[config.mk]
export PLATFORM = sky130hd
export DESIGN_NAME = ffha_ctrl
export DESIGN_NICKNAME = d
export VERILOG_FILES = /design/src/ffha_pkg.sv /design/src/ffha_ctrl.sv
export SDC_FILE = /design/constraint.sdc
export NUM_CORES = 1
export LEC_CHECK = 0
export BUFFER_PORTS_ARGS = -buffer_cell sky130_fd_sc_hd__buf_2
export CAP_MARGIN = 15
export CORE_MARGIN = 2
export CORE_UTILIZATION = 40
export CTS_BUF_LIST = sky130_fd_sc_hd__clkbuf_4 sky130_fd_sc_hd__clkbuf_8
export CTS_CLUSTER_SIZE = 25
export DETAILED_ROUTE_END_ITERATION = 10
export PLACE_DENSITY = 0.66
export SYNTH_ARGS = -nofsm -noshare
export SYNTH_HDL_FRONTEND = slang
export SYNTH_SLANG_ARGS = --single-unit
[constraint.sdc]
create_clock -name i_clk -period 1.8 [get_ports i_clk]
set_input_delay 0.27 -clock i_clk [delete_from_list [all_inputs] [get_ports i_clk]]
set_output_delay 0.27 -clock i_clk [all_outputs]
set_load 0.01 [all_outputs]
[src/ffha_pkg.sv]
// Shared types and constants of the first-fit heap allocator.
`timescale 1ns / 1ps
package ffha_pkg;

    // Result status codes.
    localparam logic [1:0] ST_OK      = 2'd0;
    localparam logic [1:0] ST_BAD_ARG = 2'd1;
    localparam logic [1:0] ST_UNKNOWN = 2'd2;
    localparam logic [1:0] ST_FULL    = 2'd3;

    // Request function codes.
    localparam logic FUNC_ALLOC = 1'b0;
    localparam logic FUNC_FREE  = 1'b1;

    localparam logic [31:0] HEAP_BASE_RESET = 32'h1000_0000;
    localparam logic [23:0] SIZE_MAX_ALIGN  = 24'hFF_FFFC;
    localparam logic [25:0] SIZE_MAX24      = 26'h0FF_FFFF;
    localparam logic [25:0] MIN_SPLIT_AREA  = 26'd4;

    // Commands from the controller to the datapath.
    typedef enum logic [4:0] {
        CMD_NOP,
        CMD_LOAD,
        CMD_CHECK,
        CMD_U_SCAN,
        CMD_F_RD,
        CMD_F_EV,
        CMD_REM_RD,
        CMD_REM_EV,
        CMD_BRK,
        CMD_USED_WR,
        CMD_U_RD,
        CMD_U_EV,
        CMD_BRK_CHK,
        CMD_P_RD,
        CMD_P_EV,
        CMD_MERGE,
        CMD_MERGE2,
        CMD_APPLY,
        CMD_INS_RD,
        CMD_INS_EV,
        CMD_FINISH
    } t_cmd;

    // Status flags from the datapath to the controller.
    typedef struct packed {
        logic func;
        logic bad;
        logic u_free;
        logic u_match;
        logic u_last;
        logic at_end;
        logic fit;
        logic split;
        logic at_brk;
        logic below;
        logic m_next;
        logic m_prev;
        logic full;
        logic at_pos;
    } t_stat;

endpackage

[src/ffha_ctrl.sv]
// Controller state machine of the first-fit heap allocator.
`timescale 1ns / 1ps
module ffha_ctrl (
    input  logic                i_clk,
    input  logic                i_rst_n,
    input  logic                i_start,
    input  ffha_pkg::t_stat     i_stat,
    output ffha_pkg::t_cmd      o_cmd,
    output logic                o_busy,
    output logic                o_done
);

    typedef enum logic [4:0] {
        S_IDLE, S_CHECK, S_USCAN, S_FRD, S_FEV, S_REMRD, S_REMEV, S_BRK, S_UWR,
        S_URD, S_UEV, S_BCHK, S_PRD, S_PEV, S_MRG, S_MRG2, S_APPLY, S_INSRD,
        S_INSEV, S_FIN
    } t_state;

    t_state r_state;
    logic   r_done;

    // Command for the datapath follows the current state.
    always_comb begin
        unique case (r_state)
            S_IDLE:  o_cmd = i_start ? ffha_pkg::CMD_LOAD : ffha_pkg::CMD_NOP;
            S_CHECK: o_cmd = ffha_pkg::CMD_CHECK;
            S_USCAN: o_cmd = ffha_pkg::CMD_U_SCAN;
            S_FRD:   o_cmd = ffha_pkg::CMD_F_RD;
            S_FEV:   o_cmd = ffha_pkg::CMD_F_EV;
            S_REMRD: o_cmd = ffha_pkg::CMD_REM_RD;
            S_REMEV: o_cmd = ffha_pkg::CMD_REM_EV;
            S_BRK:   o_cmd = ffha_pkg::CMD_BRK;
            S_UWR:   o_cmd = ffha_pkg::CMD_USED_WR;
            S_URD:   o_cmd = ffha_pkg::CMD_U_RD;
            S_UEV:   o_cmd = ffha_pkg::CMD_U_EV;
            S_BCHK:  o_cmd = ffha_pkg::CMD_BRK_CHK;
            S_PRD:   o_cmd = ffha_pkg::CMD_P_RD;
            S_PEV:   o_cmd = ffha_pkg::CMD_P_EV;
            S_MRG:   o_cmd = ffha_pkg::CMD_MERGE;
            S_MRG2:  o_cmd = ffha_pkg::CMD_MERGE2;
            S_APPLY: o_cmd = ffha_pkg::CMD_APPLY;
            S_INSRD: o_cmd = ffha_pkg::CMD_INS_RD;
            S_INSEV: o_cmd = ffha_pkg::CMD_INS_EV;
            S_FIN:   o_cmd = ffha_pkg::CMD_FINISH;
            default: o_cmd = ffha_pkg::CMD_NOP;
        endcase
    end

    assign o_busy = (r_state != S_IDLE);
    assign o_done = r_done;

    // State register and the result strobe.
    always_ff @(posedge i_clk) begin
        if (!i_rst_n) begin
            r_state <= S_IDLE;
            r_done  <= 1'b0;
        end else begin
            r_done <= 1'b0;
            unique case (r_state)
                S_IDLE:  if (i_start) r_state <= S_CHECK;
                S_CHECK: begin
                    if (i_stat.bad) r_state <= S_FIN;
                    else if (i_stat.func == ffha_pkg::FUNC_ALLOC) r_state <= S_USCAN;
                    else r_state <= S_URD;
                end
                S_USCAN: begin
                    if (i_stat.u_free) r_state <= S_FRD;
                    else if (i_stat.u_last) r_state <= S_FIN;
                end
                S_FRD:   r_state <= i_stat.at_end ? S_BRK : S_FEV;
                S_FEV: begin
                    if (i_stat.fit) r_state <= i_stat.split ? S_UWR : S_REMRD;
                    else r_state <= S_FRD;
                end
                S_REMRD: begin
                    if (!i_stat.at_end) r_state <= S_REMEV;
                    else if (i_stat.func == ffha_pkg::FUNC_FREE) r_state <= S_FIN;
                    else r_state <= S_UWR;
                end
                S_REMEV: r_state <= S_REMRD;
                S_BRK:   r_state <= S_UWR;
                S_UWR:   r_state <= S_FIN;
                S_URD:   r_state <= S_UEV;
                S_UEV: begin
                    if (i_stat.u_match) r_state <= S_BCHK;
                    else if (i_stat.u_last) r_state <= S_FIN;
                    else r_state <= S_URD;
                end
                S_BCHK:  r_state <= i_stat.at_brk ? S_FIN : S_PRD;
                S_PRD:   r_state <= i_stat.at_end ? S_MRG : S_PEV;
                S_PEV:   r_state <= i_stat.below ? S_PRD : S_MRG;
                S_MRG:   r_state <= S_MRG2;
                S_MRG2:  r_state <= S_APPLY;
                S_APPLY: begin
                    if (i_stat.full) r_state <= S_FIN;
                    else if (i_stat.m_prev) r_state <= i_stat.m_next ? S_REMRD : S_FIN;
                    else if (i_stat.m_next) r_state <= S_FIN;
                    else r_state <= S_INSRD;
                end
                S_INSRD: r_state <= i_stat.at_pos ? S_FIN : S_INSEV;
                S_INSEV: r_state <= S_INSRD;
                S_FIN: begin
                    r_state <= S_IDLE;
                    r_done  <= 1'b1;
                end
                default: r_state <= S_IDLE;
            endcase
        end
    end

endmodule

==> flow_metrics.env, run 1 <==
export IMPL_grt_use_total_pct=25.61
export IMPL_tns_ns=0
export IMPL_io_pins=24
export IMPL_p_seq_share_pct=18.9
export IMPL_syn_cell_area_um2=775.7
export IMPL_fp_coreArea_mm2=0.001783
export IMPL_h_tree_depth=1
export IMPL_grt_pass1_wl_um=4098
export IMPL_r2r_end="r_state[1]"
export IMPL_post_route_util_pct=54.81
export IMPL_whs_endpoint="r_state[2]"
export IMPL_min_from="i_rst_n"
export IMPL_intPower_uw=675.5
export IMPL_gp_congestion=0.9797
export IMPL_synth_top_family_by_area="simple AND/OR/NAND/NOR gates"
export IMPL_start_util_pct=43.51
export IMPL_ir_worst_vdd_uv=623.2
export IMPL_crit_path_max_fanout=10
export IMPL_synth_xor_area_share_pct=1.129
export IMPL_routed_wl_um=2518
export IMPL_ys_types=43
export IMPL_fmax_mhz=576.7
export IMPL_die_width_um=48.04
export IMPL_die_y_um=48.04
export IMPL_synth_edf_count=0
export IMPL_clk_pin_slew_ns=0.05
export IMPL_diodes=0
export IMPL_r2r_slack_ns=0.25
export IMPL_drc=0
export IMPL_clock_latency_ns=0.25
export IMPL_yosysTopAreaCell="dfxtp_1"
export IMPL_final_nets=163
export IMPL_synth_fa_ha_area_share_pct=1.613
export IMPL_setup_violations=0
export IMPL_rsz0062_at_grt="no"
export IMPL_cts_path_max_buffers=2
export IMPL_endpoint_kind="primary output"
export IMPL_postCtsHoldBufs=0
export IMPL_avgViaCountPerCell=6.268
export IMPL_hpwl_um=1923
export IMPL_status="finished, final reports clean"
export IMPL_powerDensity_mw_per_mm2=1396
export IMPL_cp_required_ns=1.53
export IMPL_synthFlopType="dfxtp_1"
export IMPL_drv_slew=0
export IMPL_synth_area_mux_share_pct=2.581
export IMPL_antenna_left=0
export IMPL_power_switching_share_pct=50.48
export IMPL_syn_avg_cell_area_um2=6.746
export IMPL_cp_arrival_ns=1.46
export IMPL_path_class="register to primary output"
export IMPL_clock_skew_ns=0.002217
export IMPL_worstHoldPathCells=2
export IMPL_drive_gt1_share_pct=31.47
export IMPL_grt_max_degree=12
export IMPL_maxCapViolations=0
export IMPL_p_sw_uw=688.6
export IMPL_timing_final_crit_share_pct=96.34
export IMPL_drt_iter0_markers=65
export IMPL_yosysTopAreaCellShare_pct=15.48
export IMPL_hold_viol=0
export IMPL_synthArstFlopShare_pct=0
export IMPL_r2r_start="r_state[4]"
export IMPL_leakage_uw=0.0003928
export IMPL_synth_area_leaders="dfxtp_1 15%, nand3_1 5.8%, nor2_1 5.8%"
export IMPL_clockPowerShare_pct=9.6
export IMPL_cts_buffers=3
export IMPL_yosys_register_bits=6
export IMPL_p_total_uw=1364
export IMPL_grt_ovfl_total=0
export IMPL_cts_root_buf="clkbuf_4"
export IMPL_antenna_found_initial=0
export IMPL_tightestPinTransition_ns=0.4128
export IMPL_dieArea_mm2=0.002308
export IMPL_yosys_warnings=0
export IMPL_max_slew_margin_pct=72.23
export IMPL_hold_path_class="primary input to register"
export IMPL_setup_slack_ns=0.06597
export IMPL_drtPass1Iterations=4
export IMPL_synthCells=115
export IMPL_rr_worst_depth=5
export IMPL_ys_seq_area_share_pct=15.48
export IMPL_area_delta_synth_final_pct=25.97
export IMPL_synth_compound_area_share_pct=30.81
export IMPL_tritoncts="done"
export IMPL_io_buffers=23
export IMPL_layout_common_cells="23 x buf_2, 11 x nor2_1, 10 x nand2_1"
export IMPL_cp_start_kind="register"
export IMPL_rows=15
export IMPL_via_count=1053
export IMPL_synth_nets=133
export IMPL_min_period_ns=1.734
export IMPL_final_common_cell="buf_2"
export IMPL_pre_cts_slack_ns=0.2270
export IMPL_synth_simple_area_share_pct=40.81
export IMPL_first_global_vias=905
export IMPL_cts_sinks=6
export IMPL_wl_per_cell_um=14.99
export IMPL_comb_power_share_pct=71.5
synth_stat cells, types with 2 or more instances:
master / count
o22ai_1: 4
nand3_1: 9
a21oi_1: 5
nand2_1: 10
nor2b_1: 4
inv_2: 2
o31ai_1: 2
buf_2: 2
a311oi_1: 2
and2_1: 2
buf_4: 4
nor2_1: 12
nor3b_1: 2
nor4_1: 2
o21ai_0: 8
inv_1: 2
nand2b_1: 6
mux2i_1: 2
a31oi_1: 3
nor3_1: 4
dfxtp_1: 6
how the worst max path moves through the flow:
stage / from / end / slack (ns) / cells past startpoint
2_1_floorplan: r_state[4] / o_cmd[0] / 0.39 / 4
3_3_place_gp: r_state[4] / r_state[1] / 0.20 / 5
3_5_place_dp: r_state[4] / r_state[1] / 0.23 / 5
4_1_cts: r_state[4] / o_cmd[0] / 0.05 / 4
5_1_grt: r_state[2] / o_cmd[4] / 0.006 / 4
6_report: r_state[2] / o_cmd[4] / 0.07 / 4
power groups by stage:
stage / Sequential (uW) / Combinational (uW) / Clock (uW)
after CTS: 249 / 952 / 130
after detailed placement: 247 / 945 / 0
after global routing: 261 / 1070 / 145
after global placement: 246 / 954 / 0
after floorplan: 204 / 668 / 0
final: 258 / 975 / 131
timing repair:
action / in CTS / in global routing
endpoints found under the hold margin: 0 / 0
setup endpoints to repair: 2 / 3
setup buffers: 0 / 0
gates resized for setup: 2 / 3
pin swaps: 0 / 0
per-stage QoR:
step | cells | area [um^2] | hold WS, ns
floorplan | 115 | 775.7 | 0.3979
global placement | 165 | 945.9 | 0.5608
detailed placement | 165 | 945.9 | 0.5606
CTS | 168 | 970.9 | 0.2917
global route | 168 | 977.2 | 0.2872
finish | 168 | 977.2 | 0.2954
worst max-delay path, stage by stage, from the launching register on:
cell	delay, ns
dfxtp_4	0.38
inv_2	0.09
or4_4	0.55
nand2_1	0.08
buf_2	0.12
logic make-up (layout without fill, tap and decap cells):
group,Yosys count,after routing
and+or+nand+nor,59,59
AOI/OAI and AO/OA,35,35
buffers and inverters,11,39
DFF,6,6
muxes,2,2
adders and majority gates,1,1
xor gates and xnor gates,1,1
state kept, by name, indices dropped and copies added, names as in the netlist:
signal,count
r_state,5
o_done,1
per-layer routing:
| layer | GRT usage [%] | vias up | share of wire (%) |
|---|---|---|---|
| met5 | 0 | - | 0 |
| met3 | 5.660 | 15 | 14 |
| met2 | 38.40 | 94 | 43 |
| met1 | 35.25 | 450 | 40 |
| met4 | 10.27 | 0 | 3.5 |
| li1 | - | 494 | - |
layout make-up:
| type | count | area (um^2) |
|---|---|---|
| flip-flops and latches | 6 | 126.4 |
| fillers | 193 | 805.8 |
| multi-input cells | 98 | 599.3 |
| repair buffers | 32 | 182.7 |
| well taps | 25 | 31.28 |
| inverters | 4 | 15.01 |
| clock buffers | 3 | 22.52 |
Power figures use the tool's default switching activity.
==> inputs of run 2 (changes only) <==
==> constraint.sdc (replaced) <==
create_clock -name i_clk -period 1.8 [get_ports i_clk]
set_input_delay 0 -clock i_clk [delete_from_list [all_inputs] [get_ports i_clk]]
set_output_delay 0 -clock i_clk [all_outputs]
set_load 0.01 [all_outputs]
==> flow_metrics.env, run 2 (synthesis results as in run 1) <==
export IMPL_drive_gt1_share_pct=29.37
export IMPL_avgViaCountPerCell=6.065
export IMPL_final_common_cell="buf_2"
export IMPL_ir_worst_vdd_uv=541.2
export IMPL_crit_path_max_fanout=13
export IMPL_crit_chain="inv_2 > nor2_1 > buf_4 > nand2_1 > a21oi_1 > buf_2"
export IMPL_die_width_um=48.04
export IMPL_timing_final_crit_share_pct=90.88
export IMPL_p_seq_share_pct=19.2
export IMPL_die_y_um=48.04
export IMPL_max_slew_margin_pct=73.34
export IMPL_fmax_mhz=611.3
export IMPL_leakage_uw=0.0003923
export IMPL_tightestPinTransition_ns=0.3993
export IMPL_clockPowerShare_pct=9.9
export IMPL_critPathMaxStageDelay_ns=0.45
export IMPL_antenna_found_initial=0
export IMPL_fp_coreArea_mm2=0.001783
export IMPL_dieArea_mm2=0.002308
export IMPL_routed_wl_um=2536
export IMPL_h_tree_depth=1
export IMPL_p_sw_uw=681.4
export IMPL_cts_root_buf="clkbuf_4"
export IMPL_start_util_pct=43.51
export IMPL_intPower_uw=667.6
export IMPL_setup_violations=0
export IMPL_antenna_left=0
export IMPL_clock_latency_ns=0.26
export IMPL_cp_required_ns=1.80
export IMPL_rsz0062_at_grt="no"
export IMPL_tritoncts="done"
export IMPL_path_class="register to primary output"
export IMPL_grt_max_degree=14
export IMPL_drtPass1Iterations=4
export IMPL_cts_path_max_buffers=2
export IMPL_drv_slew=0
export IMPL_wl_per_cell_um=15.10
export IMPL_status="finished, final reports clean"
export IMPL_tns_ns=0
export IMPL_grt_pass1_wl_um=4167
export IMPL_hold_worst_slack_ns=0.02220
export IMPL_clk_pin_slew_ns=0.05
export IMPL_endpoint_kind="primary output"
export IMPL_area_delta_synth_final_pct=25.00
export IMPL_clock_skew_ns=0.008235
export IMPL_maxCapViolations=0
export IMPL_regMostFlops="r_state"
export IMPL_slowest_stage="dfxtp_2"
export IMPL_post_route_util_pct=54.39
export IMPL_p_total_uw=1349
export IMPL_io_buffers=23
export IMPL_hold_viol=0
export IMPL_cts_buffers=3
export IMPL_layout_common_cells="23 x buf_2, 12 x nor2_1, 10 x nand2_1"
export IMPL_hpwl_um=1978
export IMPL_first_global_vias=950
export IMPL_grt_ovfl_total=0
export IMPL_powerDensity_mw_per_mm2=1391
export IMPL_min_period_ns=1.636
export IMPL_final_nets=163
export IMPL_grt_use_total_pct=26.62
export IMPL_cts_setup_buffers=0
export IMPL_hold_path_class="primary input to register"
export IMPL_cts_sinks=6
export IMPL_postCtsHoldBufs=0
export IMPL_rows=15
export IMPL_gp_congestion=0.9091
export IMPL_drt_iter0_markers=48
export IMPL_cp_start_kind="register"
export IMPL_cp_arrival_ns=1.64
export IMPL_largest_reg_flops=5
export IMPL_io_pins=24
export IMPL_drc=0
export IMPL_comb_power_share_pct=70.9
export IMPL_diodes=0
export IMPL_power_switching_share_pct=50.51
export IMPL_via_count=1019
run 2: power by group through the flow:
stage	registers (uW)	clock network [uW]	logic, uW
2_1_floorplan	204	0	668
3_3_place_gp	257	0	927
3_5_place_dp	258	0	938
4_1_cts	255	137	942
5_1_grt	270	142	1060
6_report	259	134	956
run 2: final timing paths:
kind              startpoint          to  slack, ns  depth (start not counted)
setup / recovery  r_state[2]    o_cmd[3]       0.16                          6
hold / removal       i_rst_n  r_state[2]       0.02                          2
setup reg to reg  r_state[4]  r_state[1]       0.18                          5
hold reg to reg   r_state[2]  r_state[0]       0.77                          3
run 2: routing by layer:
| metal | vias to the layer above | wire length, um | GRT usage, % |
|---|---|---|---|
| met5 | - | 0 | 0 |
| met4 | 0 | 49 | 15.14 |
| met3 | 6 | 201 | 5.283 |
| met2 | 63 | 1195 | 40.27 |
| met1 | 461 | 1090 | 34.89 |
| li1 | 489 | - | - |
run 2: area by class of cell:
class | count | area, um^2
Tap cell | 25 | 31.28
Timing Repair Buffer | 32 | 182.7
Multi-Input combinational cell | 98 | 596.8
Fill cell | 199 | 813.3
Clock buffer | 3 | 22.52
Sequential cell | 6 | 121.4
Inverter | 4 | 15.01
run 2: critical path, delay by kind of cell, from the launching register on:
kind                   cells  cell delay, ns
AO/OA/AOI/OAI              1            0.16
buffers and inverters      3            0.46
flip-flops                 1            0.45
AND/OR/NAND/NOR            2            0.30
run 2: repair_timing:
item / in CTS / in global routing
gates resized for setup: 0 / 1
endpoints found under the setup margin: 0 / 5
hold endpoints to repair: 0 / 0
run 2: per-stage QoR:
stage | cell area (um^2) | worst slack, ns | std cells
after floorplan | 775.7 | 0.4562 | 115
after global placement | 945.9 | 0.2326 | 165
after detailed placement | 945.9 | 0.1640 | 165
after CTS | 968.4 | 0.04212 | 168
after global routing | 969.7 | 0.03947 | 168
final | 969.7 | 0.1643 | 168
